==> config.mk <==
export PLATFORM = sky130hd
export DESIGN_NAME = thermal_throttle_governor_top
export DESIGN_NICKNAME = d
export VERILOG_FILES = /design/src/hdl/ttg_pkg.sv /design/src/hdl/thermal_throttle_governor_top.sv
export SDC_FILE = /design/constraint.sdc
export NUM_CORES = 1
export LEC_CHECK = 0
export ABC_CLOCK_PERIOD_IN_PS = 7000
export BUFFER_PORTS_ARGS = -buffer_cell sky130_fd_sc_hd__buf_2
export CAP_MARGIN = 20
export CORE_MARGIN = 5
export CORE_UTILIZATION = 60
export DETAILED_ROUTE_END_ITERATION = 16
export HOLD_SLACK_MARGIN = 0.03
export MAX_ROUTING_LAYER = met4
export PLACE_DENSITY = 0.92
export SYNTH_ARGS = -nofsm -noshare
export SYNTH_HDL_FRONTEND = slang
export SYNTH_SLANG_ARGS = --single-unit
==> constraint.sdc <==
create_clock -name clk_i -period 7 [get_ports clk_i]
set_input_delay 1.75 -clock clk_i [delete_from_list [all_inputs] [get_ports clk_i]]
set_output_delay 1.75 -clock clk_i [all_outputs]
set_load 0.02 [all_outputs]
==> src/hdl/ttg_pkg.sv <==
`default_nettype none

package ttg_pkg;

  localparam int TempW    = 10;
  localparam int BandW    = 20;
  localparam int CfgByteW = 8;
  localparam int CapW     = 21;
  localparam int CapsW    = 63;
  localparam int TimeW    = 32;
  localparam int TotW     = 40;
  localparam int LevelW   = 2;
  localparam int CfgIdxW  = 3;
  localparam int CfgDataW = 63;

  localparam int PersistBitsDef = 8;
  localparam int CapBitsDef     = 21;

  localparam logic [TempW-1:0]    ShutdownTempRst   = 10'd1023;
  localparam logic [CfgByteW-1:0] PersistLimitRst   = 8'd30;
  localparam logic [CfgByteW-1:0] PersistCeilingRst = 8'd60;

  localparam logic [LevelW-1:0] LvlNone = 2'd0;
  localparam logic [LevelW-1:0] LvlLow  = 2'd1;
  localparam logic [LevelW-1:0] LvlMid  = 2'd2;
  localparam logic [LevelW-1:0] LvlMax  = 2'd3;

  typedef enum logic [CfgIdxW-1:0] {
    RegShutdownTemp   = 3'd0,
    RegLowBand        = 3'd1,
    RegMidBand        = 3'd2,
    RegMaxBand        = 3'd3,
    RegPersistLimit   = 3'd4,
    RegPersistCeiling = 3'd5,
    RegBandCaps       = 3'd6,
    RegFallbackCap    = 3'd7
  } cfg_reg_e;

  typedef struct packed {
    logic [TempW-1:0] temp_sample;
    logic             read_ok;
    logic             policy_present;
    logic [CapW-1:0]  current_cap;
    logic [TimeW-1:0] now_ms;
  } in_word_t;

  typedef struct packed {
    logic [LevelW-1:0] level;
    logic              cap_update;
    logic [CapW-1:0]   new_cap;
    logic              fallback_used;
    logic              shutdown_request;
    logic              read_error;
    logic [TotW-1:0]   low_time_ms;
    logic [TotW-1:0]   mid_time_ms;
    logic [TotW-1:0]   max_time_ms;
  } out_word_t;

endpackage

`default_nettype wire

==> src/hdl/thermal_throttle_governor_top.sv <==
`default_nettype none

// Thermal throttle governor: one temperature sample per word in, one status word out.
// A word is taken every cycle while the output register is empty or being drained; its
// result appears in the output register on the next cycle. The whole update (three
// persistence counters, the level decision, cap selection and one 40-bit saturating
// residency add) is all combinational. Configuration writes are always ready and
// take effect on the next accepted word.
module thermal_throttle_governor_top #(
  parameter int PERSIST_BITS = ttg_pkg::PersistBitsDef,
  parameter int CAP_BITS     = ttg_pkg::CapBitsDef
) (
  input  wire                             clk_i,
  input  wire                             rst_ni,
  input  wire                             cfg_valid_i,
  output logic                            cfg_ready_o,
  input  wire  [ttg_pkg::CfgIdxW-1:0]     cfg_index_i,
  input  wire  [ttg_pkg::CfgDataW-1:0]    cfg_data_i,
  input  wire                             in_valid_i,
  output logic                            in_stall_o,
  input  wire  ttg_pkg::in_word_t         in_word_i,
  output logic                            out_valid_o,
  input  wire                             out_stall_i,
  output ttg_pkg::out_word_t              out_word_o
);
  import ttg_pkg::*;

  localparam int SavedW = (CAP_BITS < CapW) ? CAP_BITS : CapW;
  localparam int CmpW   = (PERSIST_BITS > CfgByteW) ? PERSIST_BITS : CfgByteW;

  // configuration
  logic [TempW-1:0]    shutdown_temp_q;
  logic [BandW-1:0]    low_band_q, mid_band_q, max_band_q;
  logic [CfgByteW-1:0] persist_limit_q, persist_ceiling_q;
  logic [CapsW-1:0]    band_caps_q;
  logic [CapW-1:0]     fallback_cap_q;

  // governor state
  logic [PERSIST_BITS-1:0] low_persist_q, low_persist_d;
  logic [PERSIST_BITS-1:0] mid_persist_q, mid_persist_d;
  logic [PERSIST_BITS-1:0] max_persist_q, max_persist_d;
  logic [LevelW-1:0]       level_q, level_d;
  logic [SavedW-1:0]       saved_cap_q, saved_cap_d;
  logic [TimeW-1:0]        start_ms_q, start_ms_d;
  logic                    start_valid_q, start_valid_d;
  logic [TotW-1:0]         times_q [3];
  logic [TotW-1:0]         times_d [3];

  logic      out_valid_q;
  out_word_t out_word_q, out_word_d;
  logic      accept;

  assign cfg_ready_o = 1'b1;
  assign in_stall_o  = out_valid_q & out_stall_i;
  assign accept      = in_valid_i & ~in_stall_o;
  assign out_valid_o = out_valid_q;
  assign out_word_o  = out_word_q;

  function automatic logic [PERSIST_BITS-1:0] move_cnt(
    input logic [PERSIST_BITS-1:0] cnt,
    input logic [TempW-1:0]        temp,
    input logic [BandW-1:0]        band,
    input logic [CfgByteW-1:0]     ceiling
  );
    logic [PERSIST_BITS-1:0] res;
    res = cnt;
    if (temp > band[TempW-1:0]) begin
      if ((CmpW'(cnt) < CmpW'(ceiling)) && (cnt != '1)) begin
        res = cnt + 1'b1;
      end
    end else if ((temp < band[BandW-1:TempW]) && (cnt != '0)) begin
      res = cnt - 1'b1;
    end
    return res;
  endfunction

  logic [63:0]       caps_ext;
  logic [CapW-1:0]   band_cap [3];
  logic [LevelW-1:0] lvl_forced, lvl_new;
  logic              shut, upd, fb;
  logic [CapW-1:0]   cap;
  logic [TimeW-1:0]  delta;
  logic [TotW-1:0]   tot_sel;
  logic [TotW:0]     tot_sum;
  logic [TotW-1:0]   tot_new;

  always_comb begin
    caps_ext = {1'b0, band_caps_q};
    for (int k = 0; k < 3; k++) begin
      band_cap[k] = CapW'(SavedW'(caps_ext >> (k * CAP_BITS)));
    end
  end

  always_comb begin
    low_persist_d = low_persist_q;
    mid_persist_d = mid_persist_q;
    max_persist_d = max_persist_q;
    level_d       = level_q;
    saved_cap_d   = saved_cap_q;
    start_ms_d    = start_ms_q;
    start_valid_d = start_valid_q;
    for (int k = 0; k < 3; k++) begin
      times_d[k] = times_q[k];
    end
    shut = 1'b0;
    upd  = 1'b0;
    fb   = 1'b0;
    cap  = '0;

    shut       = in_word_i.temp_sample >= shutdown_temp_q;
    lvl_forced = shut ? LvlMax : level_q;

    if (in_word_i.policy_present && (lvl_forced == LvlNone)) begin
      saved_cap_d = SavedW'(in_word_i.current_cap);
    end

    low_persist_d = move_cnt(low_persist_q, in_word_i.temp_sample, low_band_q,
                             persist_ceiling_q);
    mid_persist_d = move_cnt(mid_persist_q, in_word_i.temp_sample, mid_band_q,
                             persist_ceiling_q);
    max_persist_d = move_cnt(max_persist_q, in_word_i.temp_sample, max_band_q,
                             persist_ceiling_q);

    if (CmpW'(max_persist_d) > CmpW'(persist_limit_q)) begin
      lvl_new = LvlMax;
    end else if (CmpW'(mid_persist_d) > CmpW'(persist_limit_q)) begin
      lvl_new = LvlMid;
    end else if (CmpW'(low_persist_d) > CmpW'(persist_limit_q)) begin
      lvl_new = LvlLow;
    end else begin
      lvl_new = LvlNone;
    end

    upd = lvl_new != lvl_forced;
    if (upd) begin
      case (lvl_new)
        LvlNone: begin
          if (saved_cap_d != '0) begin
            cap = CapW'(saved_cap_d);
          end else begin
            cap = fallback_cap_q;
            fb  = 1'b1;
          end
        end
        LvlLow:  cap = band_cap[0];
        LvlMid:  cap = band_cap[1];
        default: cap = band_cap[2];
      endcase
    end
    level_d = lvl_new;

    // close the open residency interval into the level that opened it
    delta = in_word_i.now_ms - start_ms_q;
    case (level_q)
      LvlLow:  tot_sel = times_q[0];
      LvlMid:  tot_sel = times_q[1];
      default: tot_sel = times_q[2];
    endcase
    tot_sum = {1'b0, tot_sel} + (TotW + 1)'(delta);
    tot_new = tot_sum[TotW] ? '1 : tot_sum[TotW-1:0];
    if (start_valid_q) begin
      case (level_q)
        LvlLow:  times_d[0] = tot_new;
        LvlMid:  times_d[1] = tot_new;
        LvlMax:  times_d[2] = tot_new;
        default: ;
      endcase
    end

    start_valid_d = lvl_new != LvlNone;
    start_ms_d    = start_valid_d ? in_word_i.now_ms : '0;

    if (!in_word_i.read_ok) begin
      low_persist_d = low_persist_q;
      mid_persist_d = mid_persist_q;
      max_persist_d = max_persist_q;
      level_d       = level_q;
      saved_cap_d   = saved_cap_q;
      start_ms_d    = start_ms_q;
      start_valid_d = start_valid_q;
      for (int k = 0; k < 3; k++) begin
        times_d[k] = times_q[k];
      end
      shut = 1'b0;
      upd  = 1'b0;
      fb   = 1'b0;
      cap  = '0;
    end

    out_word_d.level            = level_d;
    out_word_d.cap_update       = upd;
    out_word_d.new_cap          = cap;
    out_word_d.fallback_used    = fb;
    out_word_d.shutdown_request = shut;
    out_word_d.read_error       = ~in_word_i.read_ok;
    out_word_d.low_time_ms      = times_d[0];
    out_word_d.mid_time_ms      = times_d[1];
    out_word_d.max_time_ms      = times_d[2];
  end

  always_ff @(posedge clk_i or negedge rst_ni) begin
    if (!rst_ni) begin
      shutdown_temp_q   <= ShutdownTempRst;
      low_band_q        <= '0;
      mid_band_q        <= '0;
      max_band_q        <= '0;
      persist_limit_q   <= PersistLimitRst;
      persist_ceiling_q <= PersistCeilingRst;
      band_caps_q       <= '0;
      fallback_cap_q    <= '0;
    end else if (cfg_valid_i && cfg_ready_o) begin
      case (cfg_reg_e'(cfg_index_i))
        RegShutdownTemp:   shutdown_temp_q   <= cfg_data_i[TempW-1:0];
        RegLowBand:        low_band_q        <= cfg_data_i[BandW-1:0];
        RegMidBand:        mid_band_q        <= cfg_data_i[BandW-1:0];
        RegMaxBand:        max_band_q        <= cfg_data_i[BandW-1:0];
        RegPersistLimit:   persist_limit_q   <= cfg_data_i[CfgByteW-1:0];
        RegPersistCeiling: persist_ceiling_q <= cfg_data_i[CfgByteW-1:0];
        RegBandCaps:       band_caps_q       <= cfg_data_i[CapsW-1:0];
        RegFallbackCap:    fallback_cap_q    <= cfg_data_i[CapW-1:0];
        default: ;
      endcase
    end
  end

  always_ff @(posedge clk_i or negedge rst_ni) begin
    if (!rst_ni) begin
      low_persist_q <= '0;
      mid_persist_q <= '0;
      max_persist_q <= '0;
      level_q       <= LvlNone;
      saved_cap_q   <= '0;
      start_ms_q    <= '0;
      start_valid_q <= 1'b0;
      for (int k = 0; k < 3; k++) begin
        times_q[k] <= '0;
      end
    end else if (accept) begin
      low_persist_q <= low_persist_d;
      mid_persist_q <= mid_persist_d;
      max_persist_q <= max_persist_d;
      level_q       <= level_d;
      saved_cap_q   <= saved_cap_d;
      start_ms_q    <= start_ms_d;
      start_valid_q <= start_valid_d;
      for (int k = 0; k < 3; k++) begin
        times_q[k] <= times_d[k];
      end
    end
  end

  always_ff @(posedge clk_i or negedge rst_ni) begin
    if (!rst_ni) begin
      out_valid_q <= 1'b0;
    end else if (accept) begin
      out_valid_q <= 1'b1;
    end else if (!out_stall_i) begin
      out_valid_q <= 1'b0;
    end
  end

  always_ff @(posedge clk_i) begin
    if (accept) begin
      out_word_q <= out_word_d;
    end
  end

`ifndef SYNTHESIS
  // an interval is open exactly while throttled
  a_start_tracks_level: assert property (@(posedge clk_i) disable iff (!rst_ni)
    start_valid_q == (level_q != LvlNone))
    else $error("residency start flag out of step with level");

  a_bad_read_holds: assert property (@(posedge clk_i) disable iff (!rst_ni)
    (accept && !in_word_i.read_ok) |=> ($stable(level_q) && $stable(saved_cap_q)
                                        && $stable(low_persist_q)))
    else $error("failed read changed governor state");

  a_fallback_on_release: assert property (@(posedge clk_i) disable iff (!rst_ni)
    (out_valid_q && out_word_q.fallback_used) |->
      (out_word_q.cap_update && (out_word_q.level == LvlNone)))
    else $error("fallback cap flagged outside a release");

  a_error_word_quiet: assert property (@(posedge clk_i) disable iff (!rst_ni)
    (out_valid_q && out_word_q.read_error) |->
      (!out_word_q.cap_update && !out_word_q.shutdown_request
       && (out_word_q.level == level_q)))
    else $error("error word carries an action");
`endif

endmodule

`default_nettype wire
==> metrics <==
First DRT Iteration DRCs=between 3000 and 4000; Critical Setup Path Class=primary input to flop; Hold WC Path Type=flop to flop; Slew Viols, Final=0; most frequent cells after synthesis=454 x nand2_1, 353 x dfrtp_1, 224 x o21ai_0; Placer Congestion=0.936; CP Data Arrival Time=~7 ns; Post-Layout Cell Count=~3800; input/output buffers=~280; leading area contributor after synthesis=dfrtp_1; Max-Cap Viols=0; Cells after Synth=2846; Post-synth EDFFs=147; DR pass1 iterations=8; DRT antenna net count=0; total negative slack=0 ns; core area=around 46000 sq um; Die Height=between 200 and 250 um; Place WS=-0.0469 ns; Peak Freq=approximately 150 MHz; clk buf depth=3; Final Cycle Share=approximately 95%; Initial Util=60.5%; most area-consuming cells after synthesis=dfrtp_1 31%, edfxtp_1 16%, ha_1 8.3%, nand2_1 6.1%, mux2_2 5.6%; CTS clk-pin slew, worst paths=0.06 ns; pin count of the biggest net entering global routing=around 170; width of the die=around 230 um; total setup buffers inserted after CTS=0; DP Area=approximately 31000 sq um; status=finished clean; TritonCTS clock tree=done; area grow syn2layout=15.4%; post-layout minimum cycle time=~6.7 ns; Post-Synthesis Cell Area=28100 sq um; via count=approximately 25000; grt ovf=0; Yosys top cell area share=31.4%; worst-path cell chain=buf_2 -> inv_1 -> ha_1 -> inv_1 -> fa_1 -> a211oi_1 -> o21ai_0 -> a31oi_1 -> o21ai_0 -> a21oi_1 -> o21bai_1 -> a21oi_1 -> xnor2_1 -> ha_1 -> and4_1 -> nand4_1 -> or3_1 -> a21o_1 -> a211oi_2 -> o21a_1 -> nand3_1 -> o22ai_1 -> o21ai_0; FFs w/ async S/R, synth=~70%; Fin Clk Skew=around 0.022 ns; setup slack after layout=approximately 0.35 ns; Required @ worst endpoint=7.31 ns; Worst IR Drop VDD=~0.34 mV; critical path fanouts, max=7; most common cell in the synthesized netlist=nand2_1; clock sinks=between 500 and 600; DP Cell Count=approximately 3700; slowest stage delay, CP=between 0.5 and 0.6 ns; H-tree depth=2; slew margin rel.=a little over a quarter; final hold violations=0; nets=3458; Ports=about 290; Ys Warns=0; dominant synthesized flop cell=dfrtp_1; Static Leak=roughly 15 nW; Setup violations, final=0; row count=between 70 and 80; Critical-path top delay cell=a211oi_2; fin area=32400 sq um; most used cell, CP=o21ai_0; vias per cell=between 6 and 7; drt drc=0; wirelength, routed=about 85 mm; CP endpoint kind=flop; layout cell share with drive strength beyond 1=20.5%; die area=just over 50000 sq um; vias in the first global route=between 20000 and 25000; Worst-Skew Late Latency=slightly above 0.6 ns; HPWL Detailed=between 50 and 60 mm; worst-margin pin slew=1.10 ns; syn nets=approximately 3200; post-synthesis sequential area ratio=48.8%; power per standard cell area=482 nW/um^2; RSZ-0062 raised after global routing=false; Synth cell types=between 80 and 90; Worst Setup Start Kind=primary input; Root Buffer=clkbuf_16; Routed WL per cell=between 20 and 25 um; first-pass GRT wire length=around 130 mm; GRT Overall Usage=between 30 and 40%; antenna violations before repair=1; CTS Buf Count=52; register bit total from synthesis=518; Power, Total=approximately 16 mW; syn avg cell area=~10 sq um
[repair_timing]
item / CTS / global route
resized for setup: 0 / 1
endpoints found under the hold margin: 0 / 0
setup endpoints to repair: 0 / 2
hold buffers: 0 / 0
[cells in the final DEF, fill, tap and decap left out, drive strengths merged, types with 5 or more instances in the layout]
cell       n
nand2    454
o21ai    408
buf      374
dfrtp    353
ha       187
inv      149
edfxtp   147
nor2     144
mux2     140
a21oi    102
clkbuf    72
a22oi     60
xnor2     57
a21o      53
nand3     44
xor2      38
nor3      30
a221oi    27
nand4     24
o21a      24
a311oi    24
nand2b    24
and3      20
dfstp     18
clkinv    16
nor4      15
nor2b     13
o21bai    13
a211oi    11
o211ai    10
and2       8
or2        7
a31oi      7
or4        6
a2111oi    6
mux2i      6
o31ai      6
and4       5
bufinv     5
[layout make-up]
type / instances / area, sq um
flip-flops and latches: 518 / 13700
diodes: 4 / 10.0
multi-input cells: 2040 / 13400
repair buffers: 374 / 2190
inverters: 147 / 557
clock inverters: 26 / 288
clock buffers: 72 / 1520
fillers: 3137 / 14000
well taps: 607 / 759
[critical path: cells and delay by family]
family | cells | cell delay [ns]
buffers and inverters | 3 | 0.21
AO/OA/AOI/OAI | 12 | 3.17
adder cells (fa/ha/maj) | 3 | 0.91
XOR/XNOR | 1 | 0.10
AND/OR/NAND/NOR | 4 | 0.80
[path summary, 6_finish.rpt]
check,from,to,slack (ns),cells past startpoint
worst max-delay path,in_word_i[0],out_word_o[39],0.35,23
worst min-delay path,max_band_q[11],max_band_q[11],0.51,1
worst max register to register,start_ms_q[0],out_word_o[39],1.23,21
worst min register to register,max_band_q[11],max_band_q[11],0.51,1
max in group asynchronous,rst_ni,start_ms_q[5],4.58,2
min in group asynchronous,rst_ni,band_caps_q[57],1.03,1
[cells by family after synthesis]
kind of cell,Yosys count,synth area share (%)
AOI/OAI and AO/OA,799,17.4
xor gates and xnor gates,95,2.96
adders and majority gates,189,8.47
buffers and inverters,288,3.93
DFF,518,48.8
muxes,146,5.83
other,1,0.0134
and+or+nand+nor,810,12.6
[per-layer routing]
layer / part of all wire [%] / GRT usage [%] / vias up
met4: 7.2 / 19.0 / 0
met5: 0 / - / -
li1: - / - / 10800
met2: 47 / 53.6 / 1757
met1: 35 / 40.8 / 11600
met3: 10 / 5.92 / 482
[where the power goes]
part           internal (mW)  switching, mW  leakage (nW)
clock                   1.71           1.26         0.888
combinational           2.95           4.90          7.53
sequential              4.12          0.679          6.12
total                   8.78           6.83          14.5
[registers in the layout (all words and copies together) (netlist names)]
register	cells
band_caps_q	63
start_ms_q	32
low_persist_q	8
shutdown_temp_q	10
max_persist_q	8
max_band_q	20
persist_limit_q	8
fallback_cap_q	21
saved_cap_q	21
mid_band_q	20
out_word_o	147
out_valid_o	1
level_q	2
start_valid_q	1
persist_ceiling_q	8
low_band_q	20
mid_persist_q	8
times_q	120
[metrics by stage]
step           hold WS [ns]  util [%]
2_1_floorplan         0.471         -
3_3_place_gp          0.485      65.8
3_5_place_dp          0.493      65.8
4_1_cts               0.508      69.7
5_1_grt               0.518      69.8
6_report              0.506      69.8
No activity file was read; power rests on OpenSTA's default activity.
